File: src/hdl/pidci_pkg.sv
package pidci_pkg;

    localparam int TIME_W      = 32;
    localparam int MUL_DIGIT_W = 16;
    localparam int CFG_INDEX_W = 3;

    typedef enum logic [CFG_INDEX_W-1:0] {
        CFG_GAIN_P         = 3'd0,
        CFG_GAIN_D         = 3'd1,
        CFG_GAIN_I         = 3'd2,
        CFG_OUTPUT_FLOOR   = 3'd3,
        CFG_OUTPUT_CEILING = 3'd4,
        CFG_SETPOINT       = 3'd5,
        CFG_START_TIME     = 3'd6
    } pidci_cfg_index_t;

    typedef enum logic [3:0] {
        ST_IDLE,
        ST_CHECK,
        ST_DIV,
        ST_MUL_P,
        ST_MUL_D,
        ST_MUL_I,
        ST_MUL_E,
        ST_CLAMP,
        ST_WRITE
    } pidci_state_t;

    // operand pair fed to the shared multiplier
    typedef enum logic [1:0] {
        MS_P,
        MS_D,
        MS_I,
        MS_E
    } pidci_mul_sel_t;

    typedef struct packed {
        logic           load;
        logic           prime;
        logic           div_start;
        logic           acc_clear;
        logic           mul_start;
        pidci_mul_sel_t mul_sel;
        logic           acc_add;
        logic           eprod_load;
        logic           clamp;
        logic           commit;
    } pidci_cmd_t;

    typedef struct packed {
        logic stale;
        logic primed;
        logic div_done;
        logic mul_done;
        logic out_free;
    } pidci_status_t;

endpackage

File: src/hdl/pidci_if.sv
interface pidci_in_if #(
    parameter int VALUE_WIDTH = 32
);
    logic                              valid;
    logic                              ready;
    logic signed [VALUE_WIDTH-1:0]     measurement;
    logic [pidci_pkg::TIME_W-1:0]      timestamp;

    modport source (output valid, output measurement, output timestamp, input ready);
    modport sink (input valid, input measurement, input timestamp, output ready);
endinterface

interface pidci_out_if #(
    parameter int VALUE_WIDTH = 32
);
    logic                          valid;
    logic                          ready;
    logic signed [VALUE_WIDTH-1:0] drive;
    logic                          saturated;

    modport source (output valid, output drive, output saturated, input ready);
    modport sink (input valid, input drive, input saturated, output ready);
endinterface

File: src/hdl/pidci_div.sv
module pidci_div #(
    parameter int N_W = 32
) (
    input  logic                         clk,
    input  logic                         rst_n,
    input  logic                         start,
    input  logic [N_W-1:0]               num_mag,
    input  logic [pidci_pkg::TIME_W-1:0] den,
    output logic                         done,
    output logic [N_W-1:0]               quot
);
    localparam int TW    = pidci_pkg::TIME_W;
    localparam int CNT_W = $clog2(N_W + 1);

    logic [N_W-1:0]   q_reg;
    logic [TW-1:0]    rem_reg;
    logic [TW-1:0]    den_reg;
    logic [CNT_W-1:0] cnt_reg;
    logic             busy_reg;
    logic             done_reg;
    logic [TW:0]      trial;
    logic [TW:0]      trial_diff;
    logic             fit;
    logic [TW-1:0]    rem_next;

    // remainder stays below the divisor, so the top bit of the difference is the borrow
    assign trial      = {rem_reg, q_reg[N_W-1]};
    assign trial_diff = trial - {1'b0, den_reg};
    assign fit        = !trial_diff[TW];
    assign rem_next   = fit ? trial_diff[TW-1:0] : trial[TW-1:0];

    always_ff @(posedge clk or negedge rst_n)
    begin
        if (!rst_n)
        begin
            busy_reg <= 1'b0;
            cnt_reg  <= '0;
            done_reg <= 1'b0;
        end
        else
        begin
            done_reg <= 1'b0;
            if (start)
            begin
                busy_reg <= 1'b1;
                cnt_reg  <= CNT_W'(N_W);
            end
            else if (busy_reg)
            begin
                cnt_reg <= cnt_reg - CNT_W'(1);
                if (cnt_reg == CNT_W'(1))
                begin
                    busy_reg <= 1'b0;
                    done_reg <= 1'b1;
                end
            end
        end
    end

    always_ff @(posedge clk)
    begin
        if (start)
        begin
            q_reg   <= num_mag;
            rem_reg <= '0;
            den_reg <= den;
        end
        else if (busy_reg)
        begin
            q_reg   <= {q_reg[N_W-2:0], fit};
            rem_reg <= rem_next;
        end
    end

    assign done = done_reg;
    assign quot = q_reg;

endmodule

File: src/hdl/pidci_mul.sv
module pidci_mul #(
    parameter int A_W = 48,
    parameter int B_W = 32,
    localparam int N_DIG = (B_W + pidci_pkg::MUL_DIGIT_W - 1) / pidci_pkg::MUL_DIGIT_W,
    localparam int P_W   = A_W + N_DIG * pidci_pkg::MUL_DIGIT_W
) (
    input  logic                clk,
    input  logic                rst_n,
    input  logic                start,
    input  logic [A_W-1:0]      a_mag,
    input  logic [B_W-1:0]      b_mag,
    input  logic                neg,
    output logic                done,
    output logic signed [P_W:0] product
);
    localparam int DW    = pidci_pkg::MUL_DIGIT_W;
    localparam int BP_W  = N_DIG * DW;
    localparam int CNT_W = $clog2(N_DIG + 1);

    logic [A_W-1:0]      a_reg;
    logic [BP_W-1:0]     b_reg;
    logic                neg_reg;
    logic [P_W-1:0]      acc_reg;
    logic [P_W-1:0]      acc_next;
    logic [A_W+DW-1:0]   partial;
    logic [P_W:0]        mag_ext;
    logic [CNT_W-1:0]    cnt_reg;
    logic                busy_reg;
    logic                done_reg;
    logic signed [P_W:0] product_reg;

    // most significant digit of b first, accumulator shifts one digit per step
    assign partial  = a_reg * b_reg[BP_W-1 -: DW];
    assign acc_next = {acc_reg[P_W-DW-1:0], DW'(0)} + P_W'(partial);
    assign mag_ext  = {1'b0, acc_reg};

    always_ff @(posedge clk or negedge rst_n)
    begin
        if (!rst_n)
        begin
            busy_reg <= 1'b0;
            cnt_reg  <= '0;
            done_reg <= 1'b0;
        end
        else
        begin
            done_reg <= busy_reg && (cnt_reg == '0);
            if (start)
            begin
                busy_reg <= 1'b1;
                cnt_reg  <= CNT_W'(N_DIG);
            end
            else if (busy_reg)
            begin
                if (cnt_reg != '0)
                begin
                    cnt_reg <= cnt_reg - CNT_W'(1);
                end
                else
                begin
                    busy_reg <= 1'b0;
                end
            end
        end
    end

    always_ff @(posedge clk)
    begin
        if (start)
        begin
            a_reg   <= a_mag;
            b_reg   <= BP_W'(b_mag);
            neg_reg <= neg;
            acc_reg <= '0;
        end
        else if (busy_reg && (cnt_reg != '0))
        begin
            acc_reg <= acc_next;
            b_reg   <= b_reg << DW;
        end
        else if (busy_reg)
        begin
            // sign step
            product_reg <= neg_reg ? -mag_ext : mag_ext;
        end
    end

    assign done    = done_reg;
    assign product = product_reg;

endmodule

File: src/hdl/pidci_dp.sv
module pidci_dp #(
    parameter int VALUE_WIDTH = 32,
    parameter int FRAC_BITS = 16,
    parameter int INTEGRAL_WIDTH = 48,
    localparam int CFG_W = (VALUE_WIDTH > pidci_pkg::TIME_W) ? VALUE_WIDTH : pidci_pkg::TIME_W
) (
    input  logic                              clk,
    input  logic                              rst_n,
    input  pidci_pkg::pidci_cmd_t             cmd,
    output pidci_pkg::pidci_status_t          status,
    input  logic                              cfg_write_en,
    input  logic [pidci_pkg::CFG_INDEX_W-1:0] cfg_index,
    input  logic [CFG_W-1:0]                  cfg_data,
    input  logic signed [VALUE_WIDTH-1:0]     measurement,
    input  logic [pidci_pkg::TIME_W-1:0]      timestamp,
    input  logic                              out_ready,
    output logic                              out_valid,
    output logic signed [VALUE_WIDTH-1:0]     drive,
    output logic                              saturated
);
    localparam int VW     = VALUE_WIDTH;
    localparam int IW     = INTEGRAL_WIDTH;
    localparam int TW     = pidci_pkg::TIME_W;
    localparam int AW     = (VW > IW) ? VW : IW;
    localparam int BW     = CFG_W;
    localparam int DW     = pidci_pkg::MUL_DIGIT_W;
    localparam int BPW    = ((BW + DW - 1) / DW) * DW;
    localparam int SPW    = AW + BPW + 1;
    localparam int TERM_W = SPW - FRAC_BITS;
    localparam int SW     = TERM_W + 2;
    localparam int ISW    = SPW + 1;

    // configuration
    logic signed [VW-1:0] gain_p_reg;
    logic signed [VW-1:0] gain_d_reg;
    logic signed [VW-1:0] gain_i_reg;
    logic signed [VW-1:0] floor_reg;
    logic signed [VW-1:0] ceil_reg;
    logic signed [VW-1:0] setpoint_reg;

    // running state
    logic [TW-1:0]        prev_time_reg;
    logic signed [VW-1:0] prev_err_reg;
    logic signed [IW-1:0] integral_reg;
    logic signed [IW-1:0] integral_next;
    logic                 primed_reg;

    // per-sample work registers
    logic signed [VW-1:0]  err_reg;
    logic signed [VW-1:0]  err_next;
    logic [TW-1:0]         ts_reg;
    logic [TW-1:0]         dt_reg;
    logic [TW-1:0]         dt_next;
    logic                  rate_neg_reg;
    logic signed [SW-1:0]  acc_reg;
    logic signed [SW-1:0]  acc_next;
    logic signed [SPW-1:0] eprod_reg;
    logic signed [VW-1:0]  drive_reg;
    logic signed [VW-1:0]  drive_next;

    // result register
    logic                 out_valid_reg;
    logic signed [VW-1:0] out_drive_reg;
    logic                 out_sat_reg;

    logic signed [VW:0]    err_diff;
    logic signed [VW:0]    rate_diff;
    logic [VW:0]           rate_diff_abs;
    logic [VW-1:0]         num_mag;
    logic [VW-1:0]         quot;
    logic                  div_done;
    logic [VW-1:0]         err_mag;
    logic [VW-1:0]         gp_mag;
    logic [VW-1:0]         gd_mag;
    logic [VW-1:0]         gi_mag;
    logic [IW-1:0]         int_mag;
    logic [AW-1:0]         mul_a;
    logic [BW-1:0]         mul_b;
    logic                  mul_neg;
    logic                  mul_done;
    logic signed [SPW-1:0] product;
    logic signed [TERM_W-1:0] term;
    logic signed [SW-1:0]  ceil_ext;
    logic signed [SW-1:0]  floor_ext;
    logic                  sat;
    logic signed [ISW-1:0] int_sum;
    logic [ISW-IW:0]       int_top;

    always_ff @(posedge clk or negedge rst_n)
    begin
        if (!rst_n)
        begin
            gain_p_reg   <= '0;
            gain_d_reg   <= '0;
            gain_i_reg   <= '0;
            floor_reg    <= {1'b1, {(VW-1){1'b0}}};
            ceil_reg     <= {1'b0, {(VW-1){1'b1}}};
            setpoint_reg <= '0;
        end
        else if (cfg_write_en)
        begin
            unique case (pidci_pkg::pidci_cfg_index_t'(cfg_index))
                pidci_pkg::CFG_GAIN_P:         gain_p_reg   <= cfg_data[VW-1:0];
                pidci_pkg::CFG_GAIN_D:         gain_d_reg   <= cfg_data[VW-1:0];
                pidci_pkg::CFG_GAIN_I:         gain_i_reg   <= cfg_data[VW-1:0];
                pidci_pkg::CFG_OUTPUT_FLOOR:   floor_reg    <= cfg_data[VW-1:0];
                pidci_pkg::CFG_OUTPUT_CEILING: ceil_reg     <= cfg_data[VW-1:0];
                pidci_pkg::CFG_SETPOINT:       setpoint_reg <= cfg_data[VW-1:0];
                default:
                begin
                    // start time only matters through the previous time below
                end
            endcase
        end
    end

    always_ff @(posedge clk or negedge rst_n)
    begin
        if (!rst_n)
        begin
            prev_time_reg <= '0;
            prev_err_reg  <= '0;
            integral_reg  <= '0;
            primed_reg    <= 1'b0;
        end
        else if (cmd.prime)
        begin
            prev_time_reg <= ts_reg;
            prev_err_reg  <= err_reg;
            primed_reg    <= 1'b1;
        end
        else if (cmd.commit)
        begin
            prev_time_reg <= ts_reg;
            prev_err_reg  <= err_reg;
            if (!sat)
            begin
                integral_reg <= integral_next;
            end
        end
        else if (cfg_write_en && !primed_reg &&
                 (pidci_pkg::pidci_cfg_index_t'(cfg_index) == pidci_pkg::CFG_START_TIME))
        begin
            prev_time_reg <= cfg_data[TW-1:0];
        end
    end

    // error, saturated to the value width
    assign err_diff = {setpoint_reg[VW-1], setpoint_reg} - {measurement[VW-1], measurement};

    always_comb
    begin
        priority if (err_diff[VW] && !err_diff[VW-1])
        begin
            err_next = {1'b1, {(VW-1){1'b0}}};
        end
        else if (!err_diff[VW] && err_diff[VW-1])
        begin
            err_next = {1'b0, {(VW-1){1'b1}}};
        end
        else
        begin
            err_next = err_diff[VW-1:0];
        end
    end

    assign dt_next       = ts_reg - prev_time_reg;
    assign rate_diff     = {err_reg[VW-1], err_reg} - {prev_err_reg[VW-1], prev_err_reg};
    assign rate_diff_abs = rate_diff[VW] ? -rate_diff : rate_diff;
    assign num_mag       = rate_diff_abs[VW-1:0];

    pidci_div #(
        .N_W (VW)
    ) u_div (
        .clk     (clk),
        .rst_n   (rst_n),
        .start   (cmd.div_start),
        .num_mag (num_mag),
        .den     (dt_next),
        .done    (div_done),
        .quot    (quot)
    );

    assign err_mag = err_reg[VW-1] ? -err_reg : err_reg;
    assign gp_mag  = gain_p_reg[VW-1] ? -gain_p_reg : gain_p_reg;
    assign gd_mag  = gain_d_reg[VW-1] ? -gain_d_reg : gain_d_reg;
    assign gi_mag  = gain_i_reg[VW-1] ? -gain_i_reg : gain_i_reg;
    assign int_mag = integral_reg[IW-1] ? -integral_reg : integral_reg;

    always_comb
    begin
        mul_a   = '0;
        mul_b   = '0;
        mul_neg = 1'b0;
        unique case (cmd.mul_sel)
            pidci_pkg::MS_P:
            begin
                mul_a   = AW'(err_mag);
                mul_b   = BW'(gp_mag);
                mul_neg = err_reg[VW-1] ^ gain_p_reg[VW-1];
            end
            pidci_pkg::MS_D:
            begin
                mul_a   = AW'(quot);
                mul_b   = BW'(gd_mag);
                mul_neg = rate_neg_reg ^ gain_d_reg[VW-1];
            end
            pidci_pkg::MS_I:
            begin
                mul_a   = AW'(int_mag);
                mul_b   = BW'(gi_mag);
                mul_neg = integral_reg[IW-1] ^ gain_i_reg[VW-1];
            end
            pidci_pkg::MS_E:
            begin
                mul_a   = AW'(err_mag);
                mul_b   = BW'(dt_reg);
                mul_neg = err_reg[VW-1];
            end
        endcase
    end

    pidci_mul #(
        .A_W (AW),
        .B_W (BW)
    ) u_mul (
        .clk     (clk),
        .rst_n   (rst_n),
        .start   (cmd.mul_start),
        .a_mag   (mul_a),
        .b_mag   (mul_b),
        .neg     (mul_neg),
        .done    (mul_done),
        .product (product)
    );

    // arithmetic shift drops the fraction, rounding toward minus infinity
    assign term     = product[SPW-1:FRAC_BITS];
    assign acc_next = acc_reg + SW'(term);

    assign ceil_ext  = SW'(ceil_reg);
    assign floor_ext = SW'(floor_reg);

    // limit to the ceiling first, then raise to the floor
    always_comb
    begin
        priority if (acc_reg > ceil_ext)
        begin
            drive_next = (ceil_reg < floor_reg) ? floor_reg : ceil_reg;
        end
        else if (acc_reg < floor_ext)
        begin
            drive_next = floor_reg;
        end
        else
        begin
            drive_next = acc_reg[VW-1:0];
        end
    end

    assign sat = (drive_reg >= ceil_reg) || (drive_reg <= floor_reg);

    assign int_sum = ISW'(integral_reg) + ISW'(eprod_reg);
    assign int_top = int_sum[ISW-1:IW-1];

    always_comb
    begin
        priority if (int_sum[ISW-1] && !(&int_top))
        begin
            integral_next = {1'b1, {(IW-1){1'b0}}};
        end
        else if (!int_sum[ISW-1] && (|int_top))
        begin
            integral_next = {1'b0, {(IW-1){1'b1}}};
        end
        else
        begin
            integral_next = int_sum[IW-1:0];
        end
    end

    always_ff @(posedge clk)
    begin
        if (cmd.load)
        begin
            err_reg <= err_next;
            ts_reg  <= timestamp;
        end
        if (cmd.div_start)
        begin
            dt_reg       <= dt_next;
            rate_neg_reg <= rate_diff[VW];
        end
        if (cmd.acc_clear)
        begin
            acc_reg <= '0;
        end
        else if (cmd.acc_add)
        begin
            acc_reg <= acc_next;
        end
        if (cmd.eprod_load)
        begin
            eprod_reg <= product;
        end
        if (cmd.clamp)
        begin
            drive_reg <= drive_next;
        end
        if (cmd.commit)
        begin
            out_drive_reg <= drive_reg;
            out_sat_reg   <= sat;
        end
    end

    always_ff @(posedge clk or negedge rst_n)
    begin
        if (!rst_n)
        begin
            out_valid_reg <= 1'b0;
        end
        else if (cmd.commit)
        begin
            out_valid_reg <= 1'b1;
        end
        else if (out_ready)
        begin
            out_valid_reg <= 1'b0;
        end
    end

    assign status.stale    = (ts_reg <= prev_time_reg);
    assign status.primed   = primed_reg;
    assign status.div_done = div_done;
    assign status.mul_done = mul_done;
    assign status.out_free = !out_valid_reg || out_ready;

    assign out_valid = out_valid_reg;
    assign drive     = out_drive_reg;
    assign saturated = out_sat_reg;

endmodule

File: src/hdl/pidci_ctrl.sv
module pidci_ctrl (
    input  logic                     clk,
    input  logic                     rst_n,
    input  logic                     in_valid,
    input  pidci_pkg::pidci_status_t status,
    output logic                     in_ready,
    output pidci_pkg::pidci_cmd_t    cmd
);
    pidci_pkg::pidci_state_t state_reg;
    pidci_pkg::pidci_state_t state_next;

    always_ff @(posedge clk or negedge rst_n)
    begin
        if (!rst_n)
        begin
            state_reg <= pidci_pkg::ST_IDLE;
        end
        else
        begin
            state_reg <= state_next;
        end
    end

    always_comb
    begin
        state_next = state_reg;
        unique case (state_reg)
            pidci_pkg::ST_IDLE:
            begin
                if (in_valid)
                begin
                    state_next = pidci_pkg::ST_CHECK;
                end
            end
            pidci_pkg::ST_CHECK:
            begin
                // stale and priming samples end here
                if (status.stale || !status.primed)
                begin
                    state_next = pidci_pkg::ST_IDLE;
                end
                else
                begin
                    state_next = pidci_pkg::ST_DIV;
                end
            end
            pidci_pkg::ST_DIV:
            begin
                if (status.div_done)
                begin
                    state_next = pidci_pkg::ST_MUL_P;
                end
            end
            pidci_pkg::ST_MUL_P:
            begin
                if (status.mul_done)
                begin
                    state_next = pidci_pkg::ST_MUL_D;
                end
            end
            pidci_pkg::ST_MUL_D:
            begin
                if (status.mul_done)
                begin
                    state_next = pidci_pkg::ST_MUL_I;
                end
            end
            pidci_pkg::ST_MUL_I:
            begin
                if (status.mul_done)
                begin
                    state_next = pidci_pkg::ST_MUL_E;
                end
            end
            pidci_pkg::ST_MUL_E:
            begin
                if (status.mul_done)
                begin
                    state_next = pidci_pkg::ST_CLAMP;
                end
            end
            pidci_pkg::ST_CLAMP:
            begin
                state_next = pidci_pkg::ST_WRITE;
            end
            pidci_pkg::ST_WRITE:
            begin
                if (status.out_free)
                begin
                    state_next = pidci_pkg::ST_IDLE;
                end
            end
            default:
            begin
                state_next = pidci_pkg::ST_IDLE;
            end
        endcase
    end

    always_comb
    begin
        cmd         = '0;
        cmd.mul_sel = pidci_pkg::MS_P;
        in_ready    = 1'b0;
        unique case (state_reg)
            pidci_pkg::ST_IDLE:
            begin
                in_ready = 1'b1;
                cmd.load = in_valid;
            end
            pidci_pkg::ST_CHECK:
            begin
                cmd.prime     = !status.stale && !status.primed;
                cmd.div_start = !status.stale && status.primed;
                cmd.acc_clear = !status.stale && status.primed;
            end
            pidci_pkg::ST_DIV:
            begin
                cmd.mul_start = status.div_done;
                cmd.mul_sel   = pidci_pkg::MS_P;
            end
            pidci_pkg::ST_MUL_P:
            begin
                cmd.acc_add   = status.mul_done;
                cmd.mul_start = status.mul_done;
                cmd.mul_sel   = pidci_pkg::MS_D;
            end
            pidci_pkg::ST_MUL_D:
            begin
                cmd.acc_add   = status.mul_done;
                cmd.mul_start = status.mul_done;
                cmd.mul_sel   = pidci_pkg::MS_I;
            end
            pidci_pkg::ST_MUL_I:
            begin
                // error times dt is formed anyway, used only when not saturated
                cmd.acc_add   = status.mul_done;
                cmd.mul_start = status.mul_done;
                cmd.mul_sel   = pidci_pkg::MS_E;
            end
            pidci_pkg::ST_MUL_E:
            begin
                cmd.eprod_load = status.mul_done;
            end
            pidci_pkg::ST_CLAMP:
            begin
                cmd.clamp = 1'b1;
            end
            pidci_pkg::ST_WRITE:
            begin
                cmd.commit = status.out_free;
            end
            default:
            begin
                in_ready = 1'b0;
            end
        endcase
    end

endmodule

File: src/hdl/pid_with_conditional_integration.sv
// One axis of a PID regulator with clamping anti-windup, signed fixed point.
// in_ch carries measurement and timestamp, out_ch carries drive and the
// saturated flag; both use valid/ready and a transfer happens when both are high.
// Gains, limits, setpoint and start time are written through cfg_write_en,
// cfg_index and cfg_data; the user must write them while no sample is in
// flight, as the block itself does not enforce it. A stale sample
// (timestamp not later than the previous one) or the first non-stale
// sample after reset produces no result; the input is freed again after
// the check state. Every other sample is handled one at a time, in order:
// check, the remainder divider for the rate, four products on the shared
// 16-bit-digit multiplier, clamp and write.
// The result sits in an output register; the block keeps working on the
// next sample while it waits, and only the final write stalls while the
// receiver holds ready low.
// Reset clears the integral, previous error and previous time and returns
// the configuration to zero gains and full-range limits.
module pid_with_conditional_integration #(
    parameter int VALUE_WIDTH = 32,
    parameter int FRAC_BITS = 16,
    parameter int INTEGRAL_WIDTH = 48,
    localparam int CFG_W = (VALUE_WIDTH > pidci_pkg::TIME_W) ? VALUE_WIDTH : pidci_pkg::TIME_W
) (
    input  logic                              clk,
    input  logic                              rst_n,
    input  logic                              cfg_write_en,
    input  logic [pidci_pkg::CFG_INDEX_W-1:0] cfg_index,
    input  logic [CFG_W-1:0]                  cfg_data,
    pidci_in_if.sink                          in_ch,
    pidci_out_if.source                       out_ch
);
    pidci_pkg::pidci_cmd_t    cmd;
    pidci_pkg::pidci_status_t status;

    pidci_ctrl u_ctrl (
        .clk      (clk),
        .rst_n    (rst_n),
        .in_valid (in_ch.valid),
        .status   (status),
        .in_ready (in_ch.ready),
        .cmd      (cmd)
    );

    pidci_dp #(
        .VALUE_WIDTH    (VALUE_WIDTH),
        .FRAC_BITS      (FRAC_BITS),
        .INTEGRAL_WIDTH (INTEGRAL_WIDTH)
    ) u_dp (
        .clk          (clk),
        .rst_n        (rst_n),
        .cmd          (cmd),
        .status       (status),
        .cfg_write_en (cfg_write_en),
        .cfg_index    (cfg_index),
        .cfg_data     (cfg_data),
        .measurement  (in_ch.measurement),
        .timestamp    (in_ch.timestamp),
        .out_ready    (out_ch.ready),
        .out_valid    (out_ch.valid),
        .drive        (out_ch.drive),
        .saturated    (out_ch.saturated)
    );

endmodule

File: src/flat_wrapper.sv
// flat-port wrapper written by rule: the top's interface ports become plain ports
module pid_with_conditional_integration_flat 
#(
    parameter int VALUE_WIDTH = 32,
    parameter int FRAC_BITS = 16,
    parameter int INTEGRAL_WIDTH = 48,
    localparam int CFG_W = (VALUE_WIDTH > pidci_pkg::TIME_W) ? VALUE_WIDTH : pidci_pkg::TIME_W
)
  (clk, rst_n, cfg_write_en, cfg_index, cfg_data, in_ch_valid, in_ch_measurement, in_ch_timestamp, in_ch_ready, out_ch_valid, out_ch_drive, out_ch_saturated, out_ch_ready);
  pidci_in_if #(.VALUE_WIDTH(VALUE_WIDTH)) in_ch_i ();
  pidci_out_if #(.VALUE_WIDTH(VALUE_WIDTH)) out_ch_i ();
  input  logic clk;
  input  logic rst_n;
  input  logic cfg_write_en;
  input  logic [pidci_pkg::CFG_INDEX_W-1:0] cfg_index;
  input  logic [CFG_W-1:0] cfg_data;
  input wire logic [$bits(in_ch_i.valid)-1:0] in_ch_valid;
  input wire logic [$bits(in_ch_i.measurement)-1:0] in_ch_measurement;
  input wire logic [$bits(in_ch_i.timestamp)-1:0] in_ch_timestamp;
  output wire logic [$bits(in_ch_i.ready)-1:0] in_ch_ready;
  output wire logic [$bits(out_ch_i.valid)-1:0] out_ch_valid;
  output wire logic [$bits(out_ch_i.drive)-1:0] out_ch_drive;
  output wire logic [$bits(out_ch_i.saturated)-1:0] out_ch_saturated;
  input wire logic [$bits(out_ch_i.ready)-1:0] out_ch_ready;
  assign in_ch_i.valid = in_ch_valid;
  assign in_ch_i.measurement = in_ch_measurement;
  assign in_ch_i.timestamp = in_ch_timestamp;
  assign in_ch_ready = in_ch_i.ready;
  assign out_ch_valid = out_ch_i.valid;
  assign out_ch_drive = out_ch_i.drive;
  assign out_ch_saturated = out_ch_i.saturated;
  assign out_ch_i.ready = out_ch_ready;
  pid_with_conditional_integration #(.VALUE_WIDTH(VALUE_WIDTH), .FRAC_BITS(FRAC_BITS), .INTEGRAL_WIDTH(INTEGRAL_WIDTH)) u_core (.clk(clk), .rst_n(rst_n), .cfg_write_en(cfg_write_en), .cfg_index(cfg_index), .cfg_data(cfg_data), .in_ch(in_ch_i), .out_ch(out_ch_i));
endmodule
File: config.mk
export PLATFORM = sky130hd
export DESIGN_NAME = pid_with_conditional_integration_flat
export DESIGN_NICKNAME = d
export VERILOG_FILES = /design/src/hdl/pidci_pkg.sv /design/src/hdl/pidci_if.sv /design/src/hdl/pidci_div.sv /design/src/hdl/pidci_mul.sv /design/src/hdl/pidci_dp.sv /design/src/hdl/pidci_ctrl.sv /design/src/hdl/pid_with_conditional_integration.sv /design/src/flat_wrapper.sv
export SDC_FILE = /design/constraint.sdc
export NUM_CORES = 2
export LEC_CHECK = 0
export ABC_AREA = 1
export BUFFER_PORTS_ARGS = -buffer_cell sky130_fd_sc_hd__clkbuf_2
export CORE_UTILIZATION = 66
export CTS_CLUSTER_DIAMETER = 150
export CTS_CLUSTER_SIZE = 20
export DETAILED_ROUTE_END_ITERATION = 8
export GPL_ROUTABILITY_DRIVEN = 1
export PLACE_DENSITY = 0.92
export SLEW_MARGIN = 20
export SYNTH_ARGS = -nofsm -noshare
export SYNTH_HDL_FRONTEND = slang
export SYNTH_SLANG_ARGS = --single-unit
File: constraint.sdc
create_clock -name clk -period 8.05 [get_ports clk]
set_clock_uncertainty 0.05 [all_clocks]
set_input_delay 1.61 -clock clk [delete_from_list [all_inputs] [get_ports clk]]
set_output_delay 1.61 -clock clk [all_outputs]
set_load 0.005 [all_outputs]
# Word level (Yosys, flattened, before mapping)
# Index checks and enable logic that the tools add are counted.
# word_totals
reg_bits	938
latchBits	0
mem_bits_rw	0
mem_bits_ro	0
in_bits	104
output_inout_bits	35
n_memories	0
# classes
n_addsub	16
mul	1
div	0
magnitude_cmp	6
eq_ne	25
shift	0
n_mux	59
bitwise_logic	7
n_reduce_logical	47
# op_table
cell	count
2-to-1 mux 32 bit	19
negator 32 bit	5
2-to-1 mux 48 bit	3
one-hot mux 48 bit (3 select lines)	1
one-hot mux 32 bit (4 select lines)	1
adder 48 x 81 -> 82 bit	1
negator 80 -> 81 bit	1
adder 80 x 64 -> 80 bit	1
2-to-1 mux 80 bit	1
adder 67 x 65 -> 67 bit	1
> comparator 67 x 32 -> 1 bit	1
less-than comparator 67 x 32 -> 1 bit	1
subtractor 32 x 32 -> 33 bit	2
less-or-equal comparator 32 bit	2
multiplier 48 x 16 -> 64 bit	1
negator 48 bit	1
one-hot mux 4 bit (9 select lines)	1
AND reduction 35 bit	1
OR reduction 35 bit	1
subtractor 33 x 32 -> 33 bit	1
>= comparator 32 bit	1
less-than comparator 32 bit	1
subtractor 32 bit	1
2-to-1 mux 4 bit	7
other kinds (34)	105

# Logic depth before layout (Yosys ltp)
# logic_depth
depth_word	6
depth_mapped	32
depth_no_buf	30

# Cells and area by module
# Synthesis repeated with hierarchy kept, for this count alone.
# unflattened
hier_cells	14192
hier_area_um2	99442.9
# by_module_without_submodules
mod	instances	cells_per_inst	area_each_um2	seq_area_each_um2
pidci_dp	1	7772	52474.1	16335.7
pidci_mul	1	5317	39579.2	6566.3
pidci_div	1	1029	6942.9	2762.6
pidci_ctrl	1	74	446.7	100.1

# Least setup slack after synthesis
# No wires, ideal clock.
# synth_path
path_kind	flip-flop to flip-flop
startpoint	reg u_core.u_ctrl.state_reg[1]
endpoint	reg u_core.u_dp.eprod_reg[0], enable pin
arrival_time_ps	6112
t_required_ps	7380
slack_ps	1267
path_stages_with_launch	5
path_cell_list	dfrtp_1 inv_1 nor2_1 inv_1 nor3_1
# synth_lines
item	line	rtl
from (decl)	pidci_ctrl.sv:9	pidci_pkg::pidci_state_t state_reg;
from (signal assigned)	pidci_ctrl.sv:16	state_reg <= pidci_pkg::ST_IDLE;
from (signal assigned)	pidci_ctrl.sv:20	state_reg <= state_next;
to (signal assigned)	pidci_dp.sv:304	eprod_reg <= product;
to (decl)	pidci_dp.sv:57	logic signed [SPW-1:0] eprod_reg;

# Final worst setup path
# layout_path
startpoint	reg u_core.u_dp.u_mul.b_reg[23]
endpoint	reg u_core.u_dp.u_mul.acc_reg[64]
# layout_via
elab_chain_cells	2
# layout_lines
item	line	rtl
from (decl)	pidci_mul.sv:21	logic [BP_W-1:0] b_reg;
from (signal assigned)	pidci_mul.sv:72	b_reg <= BP_W'(b_mag);
from (signal assigned)	pidci_mul.sv:79	b_reg <= b_reg << DW;
multiplier 48 x 16 -> 64 bit	pidci_mul.sv:33	assign partial = a_reg * b_reg[BP_W-1 -: DW];
adder 80 x 64 -> 80 bit	pidci_mul.sv:34	assign acc_next = {acc_reg[P_W-DW-1:0], DW'(0)} + P_W'(partial);
to (signal assigned)	pidci_mul.sv:78	acc_reg <= acc_next;
to (decl)	pidci_mul.sv:23	logic [P_W-1:0] acc_reg;
# No other way between the ends.
# A chain may end at the register's enable or synchronous reset.

==> impl_metrics.json <==
{
  "maxSlewViolCount": 0,
  "ctsResizeCount": 0,
  "grt_usage_pct": 44.89,
  "yosysSeqAreaShare_pct": 25.70,
  "route.layer.met1.wl_mm": 128.9,
  "p_comb_share_pct": 71.4,
  "routedWlPerCell_um": 22.02,
  "die_span_y_um": 384.4,
  "cpMaxStageDelayCell": "sky130_fd_sc_hd__edfxtp_1",
  "grt_antenna_before_repair": 12,
  "initial_utilization_pct": 66.87,
  "holdBufCountCts": 0,
  "cts_buffers": 53,
  "highest-signal-layer": "met5",
  "critPathKind": "register to register",
  "cts_setup_buffers": 0,
  "yosys-top-cells-area": "sky130_fd_sc_hd__fa_1 (14%), sky130_fd_sc_hd__edfxtp_1 (14%), sky130_fd_sc_hd__nand2_1 (13%)",
  "fin_crit_ns": 7.787,
  "viasPerCell": 5.954,
  "drt_wl_total_mm": 334.9,
  "vias": 90560,
  "synth_area_per_cell_sq_um": 7.238,
  "area_growth_pct": 4.389,
  "finalHoldWorstSlack_ns": 0.3750,
  "number_of_global_route_vias_before_repair": 85510,
  "timing.hold.worst.start": "u_core.u_dp.u_mul.product[13]",
  "antenna_violating_nets_post_route": 0,
  "fp.dieW_um": 384.4,
  "critical_path.n_buffers_inverters": 7,
  "outcome": "finished, final reports clean",
  "syn-instance-count": 13340,
  "cts_root_buffer": "sky130_fd_sc_hd__clkbuf_16",
  "clock-sinks": 938,
  "async_flop_share_pct": 34.33,
  "synth-edff-count": 437,
  "yosysMostFrequentCell": "sky130_fd_sc_hd__nand2_1",
  "grt_start_max_net_pins": 162,
  "path_clk_slew_ns": 0.11,
  "rr_startpoint": "u_core.u_dp.u_mul.b_reg[23]",
  "critPathLaunchType": "register",
  "synth_top_area_share_pct": 14.43,
  "fp.dieArea_sq_um": 147800,
  "synth_area_leader_cell": "sky130_fd_sc_hd__fa_1",
  "std_cell_rows": 139,
  "report.power.total_mw": 37.51,
  "postSynthNetCount": 14800,
  "worst-r2r-cell-count": 26,
  "final_min_period_over_clock_period_pct": 96.74,
  "timing_hold_violations_final": 0,
  "critPathCaptureType": "register",
  "num_io_pins": 139,
  "timing.final.ws_setup_ns": 0.2626,
  "detail_route.iter0.violations": 11600,
  "intPower_mw": 16.31,
  "preCtsSetupSlack_ns": 0.6446,
  "setup-tns-final_ns": 0,
  "fmax_ghz": 0.1284,
  "post_route_cells_drive_above_1_share_pct": 4.785,
  "critical-path-max-stage-delay_ns": 0.78,
  "post_dp_hpwl_mm": 269.1,
  "place.detailed.instances": 15090,
  "drt_drc_violations_left": 0,
  "cp.depth": 26,
  "setup.worst_path.start": "u_core.u_dp.u_mul.b_reg[23]",
  "synth.lib_cells_used.distinct": 74,
  "post_synth_instance_area_sq_um": 96530,
  "maxCapViolCount": 0,
  "p_clk_share_pct": 8.3,
  "wl_met2_mm": 143.1,
  "cts_max_level": 2,
  "rsz0062_at_grt": "no",
  "fp.coreArea_sq_um": 144400,
  "power_switching_mw": 21.20,
  "min_path_type": "register to register",
  "worst-endpoint-arrival_ns": 8.38,
  "switching_share_pct": 56.52,
  "clock_tree.buffer_depth": 3,
  "crit_path_leading_delay_family": "adder cells",
  "portBuffers": 138,
  "worst_hold_path.num_cells": 0,
  "gp_routability_congestion": 1.049,
  "timing.critical_path.required_ns": 8.64,
  "synth.cells.most_frequent": "sky130_fd_sc_hd__nand2_1 (3217), sky130_fd_sc_hd__inv_1 (2708), sky130_fd_sc_hd__nor2_1 (997), sky130_fd_sc_hd__o21ai_0 (859), sky130_fd_sc_hd__a21oi_1 (858)",
  "power.share.sequential_pct": 20.4,
  "dr.pass1.iters": 9,
  "cts_tree": "done",
  "met3_wirelength_mm": 38.96,
  "global_route_overflow": 0,
  "cellPowerDensity_nw_per_um2": 372.2,
  "synth_seq_cells": 938,
  "grt_pass1_wl_mm": 504.5,
  "yosys_most_used_dff": "sky130_fd_sc_hd__edfxtp_1",
  "layout.cells.non_filler": 15210,
  "critPathMaxFanout": 11,
  "count_of_final_setup_violators": 0,
  "power.ir.vdd_worst_v": 0.0007080,
  "nets": 14720,
  "synth.yosys.warnings": 0,
  "max-slew-margin-rel_pct": 15.40,
  "timing_worst_slew_pin_value_ns": 1.263,
  "insertion_delay_ns": 0.76,
  "cellLeakagePower_nw": 51.44
}
stage by stage:
stage / cell area (sq um) / util (%)
after detailed placement: 99130 / 68.67
final: 100800 / 69.80
after global routing: 100700 / 69.78
after global placement: 99130 / 68.67
after floorplan: 96530 / -
after CTS: 100700 / 69.77
layout make-up:
class	instances	area, sq um
antenna	14	35.03
clock buffer	94	1484
clock inverter	6	106.4
fill	12080	43590
inverter	2765	10380
multi-input combinational	9215	59700
sequential	938	24810
tap	1903	2381
timing repair buffer	273	1864
layout by cell type (no fill, tap or decap), drive strengths merged, types with 42 or more instances in the layout:
cell type  netlist  routed
nand2         3279    3279
inv           2755    2758
nor2          1039    1039
o21ai          880     880
a21oi          860     860
fa             696     696
ha             669     669
nand3          533     533
edfxtp         437     437
dfrtp          290     290
clkbuf         346     231
xor2           219     219
nor3           192     192
dfxtp          179     179
xnor2          136     136
buf             71     136
nand4          105     105
a31oi           78      78
o211ai          78      78
nor4            66      66
nand3b          58      58
o21bai          57      57
o21a            55      55
a21o            42      42
power groups by stage:
stage / Clock (mW) / Combinational (mW) / Sequential (mW)
4_1_cts: 3.08 / 26.0 / 7.55
2_1_floorplan: 0 / 18.0 / 7.11
5_1_grt: 3.24 / 29.2 / 7.69
3_3_place_gp: 0 / 25.7 / 7.62
6_report: 3.11 / 26.8 / 7.63
3_5_place_dp: 0 / 25.8 / 7.65
per-layer routing:
metal	GRT usage [%]	up-vias
li1	-	41770
met1	60.22	41920
met2	67.50	5744
met3	9.116	1126
met4	26.18	2
met5	0	-
logic make-up after synthesis:
logic type / share of synthesized area [%]
AND/OR/NAND/NOR: 23.07
adder cells (fa/ha/maj): 23.11
XOR/XNOR: 3.229
AO/OA/AOI/OAI: 12.35
flip-flops: 25.70
buffers and inverters: 12.55
final timing paths:
kind                                                 end  slack (ns)
min in group asynchronous   u_core.u_dp.u_div.cnt_reg[0]        0.71
min                            u_core.u_dp.eprod_reg[13]        0.37
max                        u_core.u_dp.u_mul.acc_reg[64]        0.26
max in group asynchronous      u_core.u_dp.floor_reg[18]        5.64
min reg2reg                    u_core.u_dp.eprod_reg[13]        0.37
max reg2reg                u_core.u_dp.u_mul.acc_reg[64]        0.26
worst register-to-register path, delay by kind of cell, from the launching register on:
family          cells  cell delay [ns]
fa+ha+maj           7             3.63
simple gates        9             1.53
compound gates      3             1.02
flops               1             0.78
buf+inv             7             0.67
(Power assumes the default switching activity.)
